**src/rtl/gpio_register_block_macros.svh**
```systemverilog
`ifndef GPIO_REGISTER_BLOCK_MACROS_SVH
`define GPIO_REGISTER_BLOCK_MACROS_SVH

// same-cycle implication
`define GPIO_ASSERT_NOW(label, clk, rst_n, ante, cons, msg) \
    label: assert property (@(posedge clk) disable iff (!(rst_n)) (ante) |-> (cons)) \
        else $error(msg);

// next-cycle implication
`define GPIO_ASSERT_NEXT(label, clk, rst_n, ante, cons, msg) \
    label: assert property (@(posedge clk) disable iff (!(rst_n)) (ante) |=> (cons)) \
        else $error(msg);

`endif

```
**src/rtl/gpio_pkg.sv**
```systemverilog
`default_nettype none

package gpio_pkg;

    localparam int OUT_W  = 54;
    localparam int WORD_W = 6;
    localparam int DATA_W = 32;

    localparam logic CMD_READ  = 1'b0;
    localparam logic CMD_WRITE = 1'b1;

    localparam logic [WORD_W-1:0] W_FSEL0   = 6'd0;
    localparam logic [WORD_W-1:0] W_FSEL5   = 6'd5;
    localparam logic [WORD_W-1:0] W_SET0    = 6'd7;
    localparam logic [WORD_W-1:0] W_SET1    = 6'd8;
    localparam logic [WORD_W-1:0] W_CLR0    = 6'd10;
    localparam logic [WORD_W-1:0] W_CLR1    = 6'd11;
    localparam logic [WORD_W-1:0] W_LEV0    = 6'd13;
    localparam logic [WORD_W-1:0] W_LEV1    = 6'd14;
    localparam logic [WORD_W-1:0] W_PUD     = 6'd37;
    localparam logic [WORD_W-1:0] W_PUDCLK0 = 6'd38;
    localparam logic [WORD_W-1:0] W_PUDCLK1 = 6'd39;

    localparam logic [2:0] FSEL_OUTPUT = 3'd1;

    localparam logic [1:0] PULL_DOWN = 2'd1;
    localparam logic [1:0] PULL_UP   = 2'd2;

    typedef struct packed {
        logic              cmd;
        logic [WORD_W-1:0] word_index;
        logic [DATA_W-1:0] write_data;
        logic [OUT_W-1:0]  pin_levels;
    } t_access;

    typedef struct packed {
        logic [DATA_W-1:0] read_data;
        logic [OUT_W-1:0]  drive_values;
        logic [OUT_W-1:0]  drive_enables;
        logic [OUT_W-1:0]  pull_up_mask;
        logic [OUT_W-1:0]  pull_down_mask;
    } t_result;

endpackage

`default_nettype wire

```
**src/rtl/gpio_register_block.sv**
```systemverilog
// an accepted transaction waits in the input register; its result is registered in the output register
// throughput: one transaction per cycle while the output is not stalled, set by the single register update step
// a stalled result blocks the output register; the input register can still hold one new transaction
// reset: synchronous active low, clears function codes, output latch, pull
// control, pull clocks and pull states, and empties both pipeline stages
`default_nettype none
`include "gpio_register_block_macros.svh"

module gpio_register_block #(
    parameter int PIN_COUNT = 54
) (
    input  wire logic        i_clk,
    input  wire logic        i_rst_n,
    input  wire logic        i_in_valid,
    output logic             o_in_stall,
    input  wire logic        i_cmd,
    input  wire logic [5:0]  i_word_index,
    input  wire logic [31:0] i_write_data,
    input  wire logic [53:0] i_pin_levels,
    output logic             o_out_valid,
    input  wire logic        i_out_stall,
    output logic [31:0]      o_read_data,
    output logic [53:0]      o_drive_values,
    output logic [53:0]      o_drive_enables,
    output logic [53:0]      o_pull_up_mask,
    output logic [53:0]      o_pull_down_mask
);
    import gpio_pkg::*;

    t_access in_access;
    t_access acc_q;
    t_result res_d;
    t_result res_q;
    logic    acc_valid;
    logic    out_ready;
    logic    fire;

    assign in_access.cmd        = i_cmd;
    assign in_access.word_index = i_word_index;
    assign in_access.write_data = i_write_data;
    assign in_access.pin_levels = i_pin_levels;

    assign fire = acc_valid && out_ready;

    gpio_in_stage u_in (
        .i_clk    (i_clk),
        .i_rst_n  (i_rst_n),
        .i_valid  (i_in_valid),
        .o_stall  (o_in_stall),
        .i_access (in_access),
        .i_fire   (fire),
        .o_valid  (acc_valid),
        .o_access (acc_q)
    );

    gpio_regs #(
        .PIN_COUNT (PIN_COUNT)
    ) u_regs (
        .i_clk    (i_clk),
        .i_rst_n  (i_rst_n),
        .i_fire   (fire),
        .i_access (acc_q),
        .o_result (res_d)
    );

    gpio_out_stage u_out (
        .i_clk    (i_clk),
        .i_rst_n  (i_rst_n),
        .i_fire   (fire),
        .i_result (res_d),
        .o_ready  (out_ready),
        .o_valid  (o_out_valid),
        .i_stall  (i_out_stall),
        .o_result (res_q)
    );

    assign o_read_data      = res_q.read_data;
    assign o_drive_values   = res_q.drive_values;
    assign o_drive_enables  = res_q.drive_enables;
    assign o_pull_up_mask   = res_q.pull_up_mask;
    assign o_pull_down_mask = res_q.pull_down_mask;

    `GPIO_ASSERT_NEXT(a_write_reads_zero, i_clk, i_rst_n, fire && acc_q.cmd == CMD_WRITE, o_read_data == 32'd0, "write transaction returned nonzero read data")
    `GPIO_ASSERT_NEXT(a_fire_gives_result, i_clk, i_rst_n, fire, o_out_valid, "processed transaction produced no result")
    `GPIO_ASSERT_NEXT(a_held_access_kept, i_clk, i_rst_n, acc_valid && !fire, acc_valid, "pending transaction dropped from input register")
    `GPIO_ASSERT_NEXT(a_set_pin0, i_clk, i_rst_n, fire && acc_q.cmd == CMD_WRITE && acc_q.word_index == W_SET0 && acc_q.write_data[0], o_drive_values[0], "set word did not raise pin 0 latch")
    `GPIO_ASSERT_NOW(a_in_stall_only_when_full, i_clk, i_rst_n, o_in_stall, acc_valid, "input stalled with empty input register")

endmodule

`default_nettype wire

```
**src/rtl/gpio_in_stage.sv**
```systemverilog
`default_nettype none

module gpio_in_stage (
    input  wire logic              i_clk,
    input  wire logic              i_rst_n,
    input  wire logic              i_valid,
    output logic                   o_stall,
    input  wire gpio_pkg::t_access i_access,
    input  wire logic              i_fire,
    output logic                   o_valid,
    output gpio_pkg::t_access      o_access
);
    import gpio_pkg::*;

    logic    r_valid;
    t_access r_access;
    logic    accept;

    assign o_stall = r_valid && !i_fire;
    assign accept  = i_valid && !o_stall;

    always_ff @(posedge i_clk) begin
        if (!i_rst_n) begin
            r_valid <= 1'b0;
        end else if (accept) begin
            r_valid <= 1'b1;
        end else if (i_fire) begin
            r_valid <= 1'b0;
        end
    end

    always_ff @(posedge i_clk) begin
        if (accept) begin
            r_access <= i_access;
        end
    end

    assign o_valid  = r_valid;
    assign o_access = r_access;

endmodule

`default_nettype wire

```
**src/rtl/gpio_regs.sv**
```systemverilog
`default_nettype none

module gpio_regs #(
    parameter int PIN_COUNT = 54
) (
    input  wire logic              i_clk,
    input  wire logic              i_rst_n,
    input  wire logic              i_fire,
    input  wire gpio_pkg::t_access i_access,
    output gpio_pkg::t_result      o_result
);
    import gpio_pkg::*;

    localparam logic [63:0] PIN_MASK =
        (PIN_COUNT >= 64) ? {64{1'b1}} : ((64'd1 << PIN_COUNT) - 64'd1);

    logic [2:0]           r_fsel [PIN_COUNT];
    logic [2:0]           n_fsel [PIN_COUNT];
    logic [1:0]           r_pull [PIN_COUNT];
    logic [1:0]           n_pull [PIN_COUNT];
    logic [PIN_COUNT-1:0] r_latch;
    logic [PIN_COUNT-1:0] n_latch;
    logic [1:0]           r_pud;
    logic [1:0]           n_pud;
    logic [31:0]          r_clk_lo;
    logic [31:0]          n_clk_lo;
    logic [21:0]          r_clk_hi;
    logic [21:0]          n_clk_hi;

    always_comb begin
        logic        wr;
        logic [31:0] rd;
        logic [63:0] lev64;
        logic [63:0] data_lo;
        logic [63:0] data_hi;
        logic [63:0] set_m;
        logic [63:0] clr_m;
        logic [63:0] clk_sel;
        logic [63:0] latch64;
        logic [63:0] en64;
        logic [63:0] up64;
        logic [63:0] dn64;

        n_fsel   = r_fsel;
        n_pull   = r_pull;
        n_pud    = r_pud;
        n_clk_lo = r_clk_lo;
        n_clk_hi = r_clk_hi;
        wr       = (i_access.cmd == CMD_WRITE);
        rd       = '0;
        set_m    = '0;
        clr_m    = '0;
        clk_sel  = '0;
        en64     = '0;
        up64     = '0;
        dn64     = '0;
        lev64    = 64'(i_access.pin_levels) & PIN_MASK;
        data_lo  = 64'(i_access.write_data) & PIN_MASK;
        data_hi  = {i_access.write_data, 32'h0} & PIN_MASK;

        unique case (i_access.word_index) inside
            [W_FSEL0:W_FSEL5]: begin
                for (int p = 0; p < PIN_COUNT; p++) begin
                    if ((p / 10) <= 5 && i_access.word_index == WORD_W'(p / 10)) begin
                        if (wr) begin
                            n_fsel[p] = i_access.write_data[3*(p%10) +: 3];
                        end else begin
                            rd[3*(p%10) +: 3] = r_fsel[p];
                        end
                    end
                end
            end
            W_SET0: begin
                if (wr) set_m = data_lo;
            end
            W_SET1: begin
                if (wr) set_m = data_hi;
            end
            W_CLR0: begin
                if (wr) clr_m = data_lo;
            end
            W_CLR1: begin
                if (wr) clr_m = data_hi;
            end
            W_LEV0: begin
                if (!wr) rd = lev64[31:0];
            end
            W_LEV1: begin
                if (!wr) rd = lev64[63:32];
            end
            W_PUD: begin
                if (wr) begin
                    n_pud = i_access.write_data[1:0];
                end else begin
                    rd = 32'(r_pud);
                end
            end
            W_PUDCLK0: begin
                if (wr) begin
                    n_clk_lo = data_lo[31:0];
                    clk_sel  = data_lo;
                end else begin
                    rd = r_clk_lo;
                end
            end
            W_PUDCLK1: begin
                if (wr) begin
                    n_clk_hi = data_hi[53:32];
                    clk_sel  = data_hi;
                end else begin
                    rd = 32'(r_clk_hi);
                end
            end
            default: begin
            end
        endcase

        n_latch = (r_latch | set_m[PIN_COUNT-1:0]) & ~clr_m[PIN_COUNT-1:0];

        for (int i = 0; i < PIN_COUNT; i++) begin
            if (clk_sel[i]) n_pull[i] = r_pud;
        end

        for (int i = 0; i < PIN_COUNT; i++) begin
            en64[i] = (n_fsel[i] == FSEL_OUTPUT);
            up64[i] = (n_pull[i] == PULL_UP);
            dn64[i] = (n_pull[i] == PULL_DOWN);
        end

        latch64                 = 64'(n_latch);
        o_result.read_data      = rd;
        o_result.drive_values   = latch64[OUT_W-1:0];
        o_result.drive_enables  = en64[OUT_W-1:0];
        o_result.pull_up_mask   = up64[OUT_W-1:0];
        o_result.pull_down_mask = dn64[OUT_W-1:0];
    end

    always_ff @(posedge i_clk) begin
        if (!i_rst_n) begin
            for (int i = 0; i < PIN_COUNT; i++) begin
                r_fsel[i] <= '0;
                r_pull[i] <= '0;
            end
            r_latch  <= '0;
            r_pud    <= '0;
            r_clk_lo <= '0;
            r_clk_hi <= '0;
        end else if (i_fire) begin
            r_fsel   <= n_fsel;
            r_pull   <= n_pull;
            r_latch  <= n_latch;
            r_pud    <= n_pud;
            r_clk_lo <= n_clk_lo;
            r_clk_hi <= n_clk_hi;
        end
    end

endmodule

`default_nettype wire

```
**src/rtl/gpio_out_stage.sv**
```systemverilog
`default_nettype none

module gpio_out_stage (
    input  wire logic              i_clk,
    input  wire logic              i_rst_n,
    input  wire logic              i_fire,
    input  wire gpio_pkg::t_result i_result,
    output logic                   o_ready,
    output logic                   o_valid,
    input  wire logic              i_stall,
    output gpio_pkg::t_result      o_result
);
    import gpio_pkg::*;

    logic    r_valid;
    t_result r_result;

    assign o_ready = !r_valid || !i_stall;

    always_ff @(posedge i_clk) begin
        if (!i_rst_n) begin
            r_valid <= 1'b0;
        end else if (i_fire) begin
            r_valid <= 1'b1;
        end else if (!i_stall) begin
            r_valid <= 1'b0;
        end
    end

    always_ff @(posedge i_clk) begin
        if (i_fire) begin
            r_result <= i_result;
        end
    end

    assign o_valid  = r_valid;
    assign o_result = r_result;

endmodule

`default_nettype wire
```
**config.mk**
```make
export PLATFORM = sky130hd
export DESIGN_NAME = gpio_register_block
export DESIGN_NICKNAME = d
export VERILOG_FILES = /design/src/rtl/gpio_pkg.sv /design/src/rtl/gpio_register_block.sv /design/src/rtl/gpio_in_stage.sv /design/src/rtl/gpio_regs.sv /design/src/rtl/gpio_out_stage.sv
export VERILOG_INCLUDE_DIRS = /design/src /design/src/rtl
export SDC_FILE = /design/constraint.sdc
export NUM_CORES = 1
export LEC_CHECK = 0
export CORE_UTILIZATION = 45
export DETAILED_ROUTE_END_ITERATION = 8
export DONT_BUFFER_PORTS = 1
export PLACE_DENSITY = 0.66
export SYNTH_ARGS = -nofsm -noshare
export SYNTH_HDL_FRONTEND = slang
export SYNTH_SLANG_ARGS = --single-unit
```
**constraint.sdc**
```tcl
create_clock -name i_clk -period 10.39 [get_ports i_clk]
set_input_delay 1.5585 -clock i_clk [delete_from_list [all_inputs] [get_ports i_clk]]
set_output_delay 1.5585 -clock i_clk [all_outputs]
set_load 0.01 [all_outputs]
```
After elaboration in Yosys (flattened, before gate mapping):

Index checks and enable logic that the tools add are counted.

* magnitude comparators: 2
* eq/ne operators: 177
* muxes and demuxes: 297
* bitwise logic cells: 3
* reductions and logical operators: 14

Operator list (number)
* 2-to-1 mux 3 bit: 226
* case mux 54 bit (2 select lines): 3
* case mux 30 bit (6 select lines): 1
* == test 3 x 1 -> 1 bit, second input constant: 54
* 2-to-1 mux 162 bit: 1
* 2-to-1 mux 2 bit: 55
* == test 2 x 1 -> 1 bit, second input constant: 54
* == test 2 bit, second input constant: 54
* 2-to-1 mux 32 bit: 3
* AND 54 bit: 1
* 2-to-1 mux 54 bit: 1
* inverter 54 bit: 1
* bitwise OR 54 bit: 1
* 2-to-1 mux 22 bit: 2
* == test 6 x 4 -> 1 bit, second input constant: 5
* == test 6 x 3 -> 1 bit, second input constant: 3
* == test 6 bit, second input constant: 3
* == test 6 x 2 -> 1 bit, second input constant: 2
* case mux 2 bit (5 select lines): 1
* AND reduction 3 bit: 3
* == test 6 x 1 -> 1 bit, second input constant: 1
* >= comparator 6 x 1 -> 1 bit, second input constant: 1
* less-or-equal comparator 6 x 3 -> 1 bit, second input constant: 1
* logical NOT 6 bit: 1
* 6 further kinds: 15

* flip-flop bits (word level): 723
* input port bits: 97
* output and inout port bits: 250
* word-level logic and storage cells: 616

Depth between registers and ports, before layout:

Gate-level depths: netlist of run 1.

* depth in word-level cells: 14
* gate-level depth with buffers: 8

Cells and area by module:

From an unflattened synthesis of run 1, not the netlist that was laid out.

* cell total of the unflattened synthesis: 3015
* area total of the unflattened synthesis: 31660.4 µm²

Modules (own cells, without submodules)
* gpio_regs: times used 1, cells an instance 2665, area an instance 21331.7 µm², seq. area each 7607.3 µm²
* gpio_out_stage: times used 1, cells an instance 252, area an instance 7482.2 µm², seq. area each 7467.2 µm²
* gpio_in_stage: times used 1, cells an instance 97, area an instance 2840.2 µm², seq. area each 2812.7 µm²
* gpio_register_block: times used 1, cells an instance 1, area an instance 6.3 µm², seq. area each 0.0 µm²

Worst setup path after synthesis of run 1:

Ideal clock, no wire load.

* path type: input-to-reg
* start: in i_out_stall
* end: reg u_regs.r_fsel[43] (netlist name)
* setup time: 0.118 ns
* arrival time: 10.721 ns
* data required time: 10.272 ns
* path slack: -0.449 ns
* stages on the path: 7
* path buffers: 3
* cell sequence: a21bo_2 -> buf_2 -> clkinv_1 -> buf_2 -> buf_1 -> nand3_1 -> o21ai_0

* longest elaborated chain between the ends: 3

RTL lines
* start, declared: RTL line gpio_register_block.sv:21 `input wire logic i_out_stall,`
* logical NOT 1 bit: RTL line gpio_out_stage.sv:18 `assign o_ready = !r_valid || !i_stall;`
* logical OR 1 bit: RTL line gpio_out_stage.sv:18
* logical AND 1 bit: RTL line gpio_register_block.sv:43 `assign fire = acc_valid && out_ready;`
* via fire: RTL line gpio_register_block.sv:36 `logic fire;`
* end signal, assigned: RTL line gpio_regs.sv:149 `r_fsel <= n_fsel;`
* end, declared: RTL line gpio_regs.sv:17 `logic [2:0] r_fsel [PIN_COUNT];`

The timed path passes the listed nets, and every way through them passes these cells.
A chain may end at the register's enable or synchronous reset.

Worst setup path after layout of run 1:

* start: in i_out_stall
* end: reg u_regs.r_latch[23]

* longest elaborated chain between the ends: 3

RTL lines
* logical NOT 1 bit: RTL line gpio_out_stage.sv:18
* logical OR 1 bit: RTL line gpio_out_stage.sv:18
* logical AND 1 bit: RTL line gpio_register_block.sv:43
* end signal, assigned: RTL line gpio_regs.sv:151 `r_latch <= n_latch;`
* end, declared: RTL line gpio_regs.sv:21 `logic [PIN_COUNT-1:0] r_latch;`

Every way passes these cells.

==> results of run 1 <==
## final timing paths
kind / startpoint / to / slack (ns) / cells past startpoint
worst max-delay path: i_out_stall / u_regs.r_latch[23] / 5.82 / 6
worst max register to register: u_in.o_access[87] / u_out.o_result[231] / 6.01 / 6
worst min-delay path: u_regs.r_clk_hi[10] / u_regs.r_clk_hi[10] / 0.46 / 2
worst min register to register: u_regs.r_clk_hi[10] / u_regs.r_clk_hi[10] / 0.46 / 2
## critical path: cells and delay by family
| kind | cells | cell delay (ns) |
|---|---|---|
| compound gates | 2 | 1.00 |
| buf+inv | 2 | 1.34 |
| simple gates | 2 | 1.11 |
## per-stage QoR
step	util, %	power, mW
after floorplan	-	3.30
after global placement	46.5	3.39
after detailed placement	46.5	3.39
after CTS	50.4	6.25
after global routing	50.4	6.38
final	50.4	6.23
## flip-flops by register name, summed over array words and instances, names as in the netlist
| signal | count |
|---|---|
| u_out.o_result | 248 |
| u_in.o_valid | 1 |
| u_out.o_valid | 1 |
| u_regs.r_clk_hi | 22 |
| u_regs.r_pull | 108 |
| u_regs.r_fsel | 162 |
| u_regs.r_clk_lo | 32 |
| u_in.o_access | 93 |
| u_regs.r_pud | 2 |
| u_regs.r_latch | 54 |
## cell usage after synthesis, drive strengths merged (3+ instances only)
cell     count
a2111oi      7
a211o        7
a21oi      334
a221oi       4
a222oi       9
a22o        12
a22oi       19
a311oi       9
a31oi       32
a32o         3
and2        29
and3        15
and4         6
buf         63
clkbuf     216
dfxtp      382
edfxtp     341
inv         21
mux2        18
mux2i      255
nand2      449
nand2b     114
nand3      143
nand3b       5
nand4       51
nand4bb      4
nor2       228
nor2b        9
nor3        36
nor4         8
o211ai       8
o21ai      145
o221a        6
o221ai       9
o22a         4
o22ai        9
o2bb2ai      7
o31ai       10
or3         13
or3b         3
or4          3
## kinds of logic after synthesis
kind of cell | share of synthesized area [%]
simple gates | 17.0
buf+inv | 3.96
compound gates | 12.1
mux | 8.92
flops | 57.9
## power groups by stage
stage / logic (mW) / clock network (mW) / registers [mW]
after floorplan: 0.144 / 0 / 3.16
after global placement: 0.210 / 0 / 3.18
after detailed placement: 0.213 / 0 / 3.18
after CTS: 0.213 / 2.92 / 3.12
after global routing: 0.228 / 3.02 / 3.12
final: 0.220 / 2.89 / 3.12
## routing by layer
layer | vias up | wire [µm]
li1 | 10600 | -
met1 | 11900 | 42000
met2 | 1484 | 47800
met3 | 262 | 10700
met4 | 8 | 4830
met5 | - | 48
## layout make-up
cell class | instances | area [µm²]
Multi-Input combinational cell | 2041 | 11800
Fill cell | 5968 | 33500
Tap cell | 873 | 1090
Clock inverter | 46 | 509
Inverter | 22 | 97.6
Timing Repair Buffer | 61 | 470
Antenna cell | 3 | 7.51
Clock buffer | 97 | 2150
Sequential cell | 723 | 17900
==> metrics.md, run 1 <==
| Metric | Value |
|---|---|
| Status | complete, no violations |
| Placed inst area | 31400 µm² |
| Crit-path max cell delay | 1.05 ns |
| Clock slew at reported path FFs | 0.06 ns |
| Maxcap violations | 0 |
| Hold Vio Cnt, Final | 0 |
| Final setup fails | 0 |
| Ys flop type | dfxtp_1 |
| Final period utilization | between 40% and 50% |
| Largest net degree at the start of global routing | approximately 190 |
| # hold bufs at CTS | 0 |
| Post-route ant nets | 0 |
| Worst Path Max Fanout | 110 |
| # nets final | 3023 |
| CTS H-tree depth | 3 |
| Crit. End Element | register |
| CTS root buf | clkbuf_16 |
| Pint | roughly 4.8 mW |
| Rows | 95 |
| Post-CTS Resized | 0 |
| NetSw | about 1.5 mW |
| Required time of the worst setup path | between 10 and 15 ns |
| Die Footprint | roughly 70000 µm² |
| Syn. warnings | 0 |
| Commonest non-fill, non-tap cell in the layout | nand2_1 |
| Most Crowded Layer GR | met2 |
| GRT met2 Usage | a little under half |
| Syn Inst Count | about 3100 |
| Hold WC Path Type | reg2reg |
| Post-synth top area cell | edfxtp_1 |
| Number of global-route vias before repair | between 20000 and 25000 |
| CTS sink count | 723 |
| Async set-or-reset flop fraction in the synthesized netlist | 0% |
| CP Class | in2reg |
| #FFs+latches synth | around 720 |
| GRT Residual Overflow | 0 |
| Gpl congestion | 0.939 |
| DRT iter0 DRCs | 3193 |
| Mean routed wirelength per cell | 27.3 µm |
| Post-placement cell count | roughly 3700 |
| Unrepaired setup endpoints after global routing | false |
| Die Ht | around 260 µm |
| Pwr dens | between 150 and 200 nW/µm² |
| M1 GR Usage | between 30% and 40% |
| Netlist Area Pre-Place | 30900 µm² |
| Crit-path slowest cell | nand3_1 |
| Most frequent cells in the layout | nand2_1, dfxtp_1, edfxtp_1, a21oi_1, mux2i_1 |
| First-pass GRT wire length | between 150000 and 200000 µm |
| Share of cells above drive strength 1 | under 10% |
| Final min period | ~4.6 ns |
| Combinational share of power | 3.5% |
| Number of enable flip-flop cells after synthesis | between 300 and 400 |
| Crit path cell chain | a21bo_2, inv_8, buf_4, nand3_1, o31ai_1, nor2_1 |
| Pre-CTS WS | around 5.2 ns |
| Worst-case clock skew | between 0.03 and 0.04 ns |
| Core area | around 68000 µm² |
| Antenna violations before repair | 8 |
| Cell variety after synth | between 60 and 70 |
| Die Span X | about 260 µm |
| Worst vdd ir | 0.129 mV |
| CTS max path bufs | 3 |
| Num CTS Buffers | 77 |
| Vias/cell | approximately 6.3 |
| DRC | 0 |
| Sequential share of power | approximately half |
| Setup Buffers After CTS | 0 |
| Rel. slew slack | about 11% |
| Mapped Nets | 3162 |
| LEAKAGE | approximately 12 nW |
| Critical Path Start Type | primary input |
| Worst-Margin Slew | ~1.3 ns |
| Length of the first detailed-routing pass in iterations | 6 |
| Via Count | roughly 24000 |
| Fin worst setup slack | between 5 and 6 ns |
| Switching power share of the total | 23.3% |
| Starting Density | a little under half |
| Routed WL | 105000 µm |
| DP Wirelength | around 70000 µm |
| Critical path arrival | ~5 ns |
| Register area share after synthesis | between 50 and 60% |
| IO Pins | 347 |
| Cell area after layout | about 34000 µm² |
| Setup TNS Final | 0 ns |
| WHS | 0.458 ns |
| Largest cells by area after synthesis | edfxtp_1, dfxtp_1, mux2i_1, nand2_1, a21oi_1 |
| TritonCTS clock tree | done |
| Fmax | 219 MHz |
| Clk pwr share | ~46% |
| Buffers on Ports | 0 |
| Synth-to-Final Area Change | 10.3% |
| Met3 Use GR | 6.90% |
| Yosys top cell area share | 33.2% |
| Total track usage | ~29% |
| Slew Limit Fails | 0 |
| Non-Filler Instances | 3866 |
| Clk_lat worst skew | 0.65 ns |
| Mean Syn Cell Area | about 10 µm² |
Note: power is estimated with default switching activity, not from simulation.
==> run 2, diff against run 1 <==
--- a/config.mk
+++ b/config.mk
@@ -9,7 +9,7 @@
 export CORE_UTILIZATION = 45
 export DETAILED_ROUTE_END_ITERATION = 8
 export DONT_BUFFER_PORTS = 1
-export PLACE_DENSITY = 0.66
+export PLACE_DENSITY = 0.64
 export SYNTH_ARGS = -nofsm -noshare
 export SYNTH_HDL_FRONTEND = slang
 export SYNTH_SLANG_ARGS = --single-unit
==> constraint.sdc (replaced) <==
create_clock -name i_clk -period 4.3 [get_ports i_clk]
set_input_delay 0.645 -clock i_clk [delete_from_list [all_inputs] [get_ports i_clk]]
set_output_delay 0.645 -clock i_clk [all_outputs]
set_load 0.01 [all_outputs]
==> run 2 against run 1 <==
Clock skew increased by 0.0010 ns. Largest power group unchanged. Utilization increased by 0.20 points. Non-clock buffer count increased by 12. Sequential power increased by 140%. Die area unchanged. Cell count increased by 0.75%. Via count about the same. Global-route usage increased by 0.49 points. Total power increased by 140%. Sequential share of layout area decreased by 0.21 points. Highest routed layer is now met4. Wire length increased by 2.2%.
==> metrics.md, run 2 (synthesis gave the netlist of run 1 again) <==
| Metric | Value |
|---|---|
| Unrepaired setup endpoints after global routing | false |
| Max reg flops | between 200 and 250 |
| Via Count | 24300 |
| Reg2reg start | u_in.o_access[86] |
| Synth-to-Final Area Change | 10.7% |
| TritonCTS clock tree | done |
| Cells on worst reg2reg path | 5 |
| Die Span X | 264 µm |
| Worst Path Max Fanout | 22 |
| Number of global-route vias before repair | between 20000 and 25000 |
| Most frequent cells in the layout | nand2_1, dfxtp_1, edfxtp_1, a21oi_1, mux2i_1 |
| Crit-path slowest cell | edfxtp_1 |
| Post-CTS Resized | 0 |
| Hold WC Path Type | in2reg |
| Pint | 11.5 mW |
| Clk pwr share | a little under half |
| Commonest non-fill, non-tap cell in the layout | nand2_1 |
| Reg2reg setup slack | between 0.8 and 0.9 ns |
| Status | complete, no violations |
| Core area | 67500 µm² |
| Critical path arrival | roughly 3.8 ns |
| Sequential cell area | between 15000 and 20000 µm² |
| Num CTS Buffers | 78 |
| Pwr dens | 438 nW/µm² |
| CTS H-tree depth | 3 |
| Worst vdd ir | approximately 0.31 mV |
| Cell area after layout | around 34000 µm² |
| Setup TNS Final | 0 ns |
| Routed WL | about 110000 µm |
| Die Footprint | between 60000 and 70000 µm² |
| Switching power share of the total | 23.2% |
| CTS sink count | between 700 and 800 |
| # nets final | 3036 |
| Beginning of the critical path | u_in.o_access[86] |
| Crit path cell chain | and2_2, and2_0, buf_4, a22oi_1, o22ai_1 |
| Clk_lat worst skew | around 0.64 ns |
| Crit-path max cell delay | 0.99 ns |
| DRT iter0 DRCs | 3015 |
| CTS root buf | clkbuf_16 |
| Antenna violations before repair | 17 |
| GRT Residual Overflow | 0 |
| Total track usage | around 30% |
| Mean routed wirelength per cell | approximately 28 µm |
| Gpl congestion | around 0.96 |
| Worst-case clock skew | ~0.037 ns |
| Fmax | a little under 300 MHz |
| CP Class | reg2reg |
| Rows | between 90 and 100 |
| Setup Buffers After CTS | 0 |
| First-pass GRT wire length | roughly 150000 µm |
| Largest net degree at the start of global routing | about 160 |
| Maxcap violations | 0 |
| Slew Limit Fails | 0 |
| Reg-to-Reg End | u_out.o_result[238] |
| IO Pins | about 350 |
| Length of the first detailed-routing pass in iterations | 7 |
| DP Wirelength | about 74000 µm |
| Combinational share of power | 3.4% |
| Area of the multi-input gates | 11800 µm² |
| Clock slew at reported path FFs | 0.07 ns |
| Final setup fails | 0 |
| Share of cells above drive strength 1 | slightly above 8% |
| Final min period | around 3.4 ns |
| Starting Density | roughly 46% |
| Filler cells | approximately 6000 |
| # hold bufs at CTS | 0 |
| Hold Vio Cnt, Final | 0 |
| Fin worst setup slack | 0.864 ns |
| CTS max path bufs | 3 |
| NetSw | between 3 and 4 mW |
| Pre-CTS WS | 1.02 ns |
| Final period utilization | 79.9% |
| Crit. End Element | register |
| DRC | 0 |
| Required time of the worst setup path | approximately 4.7 ns |
| Vias/cell | roughly 6.2 |
| Post-route ant nets | 0 |
| Critical Path Start Type | register |
| Placed inst area | around 32000 µm² |
| Die Ht | around 260 µm |
| Tot Pwr | 15.0 mW |
| Worst-Margin Slew | approximately 1.0 ns |
| Sequential share of power | approximately half |
| LEAKAGE | about 12 nW |
| Rel. slew slack | a little under a third |
| Buffers on Ports | 0 |
| Worst Setup EP | u_out.o_result[238] |
## run 2: worst min path at each step
stage	from	end	slack, ns	cells past startpoint
3_3_place_gp	u_regs.r_clk_hi[10]	u_regs.r_clk_hi[10]	0.44	2
2_1_floorplan	u_regs.r_clk_hi[10]	u_regs.r_clk_hi[10]	0.43	2
3_5_place_dp	u_regs.r_clk_hi[2]	u_regs.r_clk_hi[2]	0.45	2
4_1_cts	i_pin_levels[20]	u_in.o_access[20]	0.07	0
5_1_grt	i_write_data[7]	u_in.o_access[61]	0.08	0
6_report	i_write_data[7]	u_in.o_access[61]	0.1	0
## run 2: worst max-delay path: cells and delay by family, from the launching register on
family	cells	cell delay [ns]
DFF	1	0.99
AOI/OAI and AO/OA	2	0.56
and+or+nand+nor	2	1.30
buffers and inverters	1	0.33
## run 2: routing by layer
layer / share of wire, % / GRT usage, % / up-vias / wire length (µm)
met5: 0 / 0 / - / 0
met4: 4.4 / 14.2 / 0 / 4710
met3: 9.7 / 6.37 / 224 / 10400
met2: 45 / 45.8 / 1357 / 48500
met1: 41 / 40.4 / 12000 / 44100
li1: - / - / 10700 / -
## run 2: power groups by stage
| stage | Sequential [mW] | Clock (mW) | Combinational, mW |
|---|---|---|---|
| CTS | 7.57 | 6.97 | 0.503 |
| floorplan | 7.60 | 0 | 0.347 |
| finish | 7.57 | 6.89 | 0.514 |
| global route | 7.58 | 7.25 | 0.535 |
| global placement | 7.72 | 0 | 0.497 |
| detailed placement | 7.72 | 0 | 0.502 |
## run 2: cell type report
cell class                 instances  share of cell area [%]
sequential                       723                    52.3
multi-input combinational       2041                    34.6
clock buffer                     103                    6.35
tap                              873                    3.20
timing repair buffer              73                    1.82
clock inverter                    42                    1.31
inverter                          22                   0.286
antenna                           18                   0.132
## run 2: metrics by stage
step / hold WS [ns] / utilization [%] / instances
after floorplan: 0.432 / - / 3065
after global placement: 0.439 / 46.7 / 3732
after detailed placement: 0.446 / 46.7 / 3732
after CTS: 0.0713 / 50.6 / 3877
after global routing: 0.0818 / 50.6 / 3887
final: 0.0959 / 50.6 / 3895
